===== src/hw/rtl/lfbd_pkg.sv =====
// Shared types and constants of the LZSS flag-byte decompressor.
package lfbd_pkg;

  localparam int unsigned HistAw    = 12;
  localparam int unsigned HistDepth = 1 << HistAw;
  localparam int unsigned LenW      = 5;
  localparam int unsigned DistW     = HistAw + 1;
  localparam int unsigned CfgW      = 24;

  localparam logic [3:0] TokensPerFlag = 4'd8;
  localparam logic [3:0] LenFieldMask  = 4'hF;

  // configuration register indexes
  localparam logic CfgIdxSize = 1'b0;
  localparam logic CfgIdxMode = 1'b1;

  // classification of the byte at the input
  typedef enum logic [2:0] {
    KIND_START,
    KIND_IGNORE,
    KIND_FLAG,
    KIND_LITERAL,
    KIND_PAIR_LOW,
    KIND_PAIR_HIGH
  } kind_e;

  typedef enum logic [1:0] {
    ST_IDLE,
    ST_READ,
    ST_WRITE
  } state_e;

  // controller to datapath
  typedef struct packed {
    logic take;        // input transfer this cycle
    logic rd_en;       // read history for the next copied byte
    logic emit_copy;   // emit the copied byte and record it
  } cmd_t;

  // datapath to controller
  typedef struct packed {
    kind_e kind;
    logic  out_free;
    logic  copy_last;
  } stat_t;

endpackage


===== src/hw/rtl/lfbd_ctrl.sv =====
// Controller state machine: input transfers and match copy sequencing.
module lfbd_ctrl (
  input  logic          clk_i,
  input  logic          rst_ni,
  input  logic          in_valid_i,
  output logic          in_ready_o,
  input  lfbd_pkg::stat_t stat_i,
  output lfbd_pkg::cmd_t  cmd_o
);
  import lfbd_pkg::*;

  state_e state_q, state_d;

  always_ff @(posedge clk_i or negedge rst_ni) begin
    if (!rst_ni) begin
      state_q <= ST_IDLE;
    end else begin
      state_q <= state_d;
    end
  end

  always_comb begin
    state_d        = state_q;
    cmd_o          = '0;
    in_ready_o     = 1'b0;
    case (state_q)
      ST_IDLE: begin
        in_ready_o = stat_i.out_free;
        if (in_valid_i && stat_i.out_free) begin
          cmd_o.take = 1'b1;
          if (stat_i.kind == KIND_PAIR_HIGH) begin
            state_d = ST_READ;
          end
        end
      end
      ST_READ: begin
        cmd_o.rd_en = 1'b1;
        state_d     = ST_WRITE;
      end
      ST_WRITE: begin
        // hold the read data until the output register frees up
        if (stat_i.out_free) begin
          cmd_o.emit_copy = 1'b1;
          state_d = stat_i.copy_last ? ST_IDLE : ST_READ;
        end
      end
      default: begin
        state_d = ST_IDLE;
      end
    endcase
  end

endmodule


===== config.mk =====
export PLATFORM = sky130hd
export DESIGN_NAME = lfbd_ctrl
export DESIGN_NICKNAME = d
export VERILOG_FILES = /design/src/hw/rtl/lfbd_pkg.sv /design/src/hw/rtl/lfbd_ctrl.sv
export SDC_FILE = /design/constraint.sdc
export NUM_CORES = 1
export LEC_CHECK = 0
export ABC_CLOCK_PERIOD_IN_PS = 800
export BUFFER_PORTS_ARGS = -buffer_cell sky130_fd_sc_hd__buf_4
export CORE_AREA = 4 4 41 43
export DETAILED_ROUTE_END_ITERATION = 10
export DIE_AREA = 0 0 45 47
export PLACE_DENSITY = 0.42
export SYNTH_ARGS = -nofsm -noshare
export SYNTH_HDL_FRONTEND = slang
export SYNTH_SLANG_ARGS = --single-unit

===== constraint.sdc =====
create_clock -name clk_i -period 0.8 [get_ports clk_i]
set_input_delay 0.04 -clock clk_i [delete_from_list [all_inputs] [get_ports clk_i]]
set_output_delay 0.04 -clock clk_i [all_outputs]
set_load 0.02 [all_outputs]

==> summary.md <==
| Metric | Value |
|---|---|
| Run status | complete, but fails checks |
| Failing checks | negative setup slack |
| Routed wire length | 470 µm |
| CTS Sinks | 2 |
| Post-Synth XOR/XNOR Area | 0% |
| Crit path required time | 760 ps |
| Num CTS Buffers | 3 |
| Synth Area in Simple Gates | 50.5% |
| Most common cell after layout, fill and taps aside | buf_4 |
| Crit Path Category | reg -> out |
| CP peak stage delay | 400 ps |
| Synth warn | 0 |
| Post-Syn Area | 134 µm² |
| First-pass GRT wire length | 841 µm |
| Cell Rows | 13 |
| Dpl hpwl | 336 µm |
| Mux cell area share after synthesis | 0% |
| Largest net degree at the start of global routing | 5 |
| Vias in the first global route | 176 |
| Chip Height | 47 µm |
| Peak supply drop | 0.000432 V |
| Via count | 165 |
| Synth-to-layout area growth | 143% |
| Largest registers | state_q x2 |
| Worst-Margin Slew | 232 ps |
| H-tree levels | 1 |
| Clk pin slew, worst setup/hold paths | 30 ps |
| Commonest cells after routing, fill and taps aside | buf_4, buf_6, clkbuf_4 |
| Worst setup margin | -353 ps |
| Max-Cap Viols | 0 |
| GRT overflow | 0 |
| Worst path cell trace | nor3b_4 > and2_4 > buf_6 |
| Total GRT Usage | 6.32% |
| Register area share after synthesis | 37.4% |
| Final Cycle Share | 144% |
| Antenna Cells | 0 |
| Non-Filler Instances | 45 |
| Slew Limit Headroom | 84.3% |
| Die Wd | 45 µm |
| Pwr dens | 1480 nW/µm² |
| Synth cell types | 11 |
| Die Area | 2120 µm² |
| CTS tree | built |
| Synthesized instance count | 12 |
| Largest Register | state_q |
| Synth Area in Compound Gates | 6.54% |
| Layout net count | 40 |
| Setup violators final | 6 |
| Worst-Skew Late Latency | 220 ps |
| Drt via density | 3.67 |
| CP max stage cell | dfrtp_1 |
| Maximum clock frequency | 867 MHz |
| Wire per inst | 10.4 µm |
| Post-DRT Antenna Nets | 0 |
| Max reg flops | 2 |
| Clock Skew | 1.78 ps |
| Synth top area share | 37.4% |
| Critical Path End Type | output pin |
| RSZ-0062 raised after global routing | yes |
| Syn avg cell area | 11.2 µm² |
| Share of cells above drive strength 1 | 76.7% |
| I/O pin count | 12 |
| Violation count after the first detailed-route iteration | 1 |
| Final min period | 1150 ps |
| Syn_nets | 20 |
| Slew Viols, Final | 0 |
| Post-Place Cells | 37 |
| RD Place Congestion | 0.707 |
| Clock root buffer | clkbuf_4 |
| Core region area | 1300 µm² |
| Clock Path Buffers | 2 |
| Synth Register Bits | 2 |
| Ranking of synthesized cells by area | dfrtp_1, nor3b_2, and3b_2 |
| Hold Fails Final Rpt | 0 |
| Largest family of logic cells by synthesized area | simple AND/OR/NAND/NOR gates |
| Initial antenna violation count | 0 |
| DRC | 0 |
| CP max FO | 3 |
| Hold Crit Class | in -> reg |
| Number of port buffers | 11 |
| Initial Util | 10.3% |
| Final core occ | 25.0% |
| P_leak | 0.000163 µW |
| Worst Setup Start Kind | register |
| Drt first pass iters | 2 |
| Adder-cell area share of the yosys netlist | 0% |
| Post-synth top area cell | dfrtp_1 |
| Crit path arrival time | 1110 ps |
| Fillcell total | 154 |
## worst max-delay path: cells and delay by family (launching register included)
family | cells | cell delay, ps
DFF | 1 | 400
and+or+nand+nor | 2 | 380
buffers and inverters | 1 | 110
## cell type report
type / instances / area, µm² / area share [%]
multi-input cells: 9 / 91.3 / 28.1
clock buffers: 3 / 22.5 / 6.92
flip-flops and latches: 2 / 51.3 / 15.8
well taps: 15 / 18.8 / 5.77
repair buffers: 16 / 141 / 43.5
## metrics by stage
step / setup TNS (ps) / setup WS [ps] / instance area (µm²) / total power (µW) / hold WS [ps]
floorplan: -489 / -222 / 143 / 168 / -256
global placement: -480 / -185 / 236 / 217 / -175
detailed placement: -565 / -186 / 236 / 218 / -175
CTS: -1740 / -360 / 314 / 494 / 57.6
global route: -2100 / -412 / 325 / 533 / 68.5
finish: -1750 / -353 / 325 / 483 / 59.1
## routing by layer
layer | part of all wire [%] | GRT usage [%]
met3 | 18 | 6.51
met2 | 42 | 7.63
met5 | 0 | 0
met1 | 40 | 5.45
met4 | 0 | 7.02
## power breakdown
part / internal, µW / leakage [µW] / switching, µW
Clock: 165 / 0.0000138 / 55.6
Combinational: 95.1 / 0.000123 / 51.0
Sequential: 108 / 0.0000258 / 7.78
Total: 369 / 0.000163 / 114
## worst paths after layout
| kind | from | cells past startpoint | end | slack (ps) |
|---|---|---|---|---|
| hold reg to reg | state_q[1] | 2 | state_q[1] | 750 |
| setup / recovery | state_q[1] | 3 | cmd_o[2] | -350 |
| setup reg to reg | state_q[1] | 4 | state_q[0] | -250 |
| hold / removal | in_valid_i | 2 | state_q[0] | 60 |
| max in group asynchronous | rst_ni | 2 | state_q[0] | 560 |
| min in group asynchronous | rst_ni | 2 | state_q[0] | 140 |
## Yosys cell counts (all sizes together)
cell,n
nor2b,1
a31o,1
and3b,2
and2,1
nor4bb,1
nor3b,2
dfrtp,2
buf,1
or2,1
## what timing repair did
item,in CTS,in global routing
resized for setup,4,3
pin swaps,2,1
buffers inserted,4,0
hold endpoints to repair,2,0
gates cloned,0,0
endpoints found under the setup margin,6,6
hold buffers,1,0
## cells by family after synthesis
kind of cell | Yosys count
and+or+nand+nor | 8
AOI/OAI and AO/OA | 1
buffers and inverters | 1
DFF | 2
No activity file was read; power rests on OpenSTA's default activity.
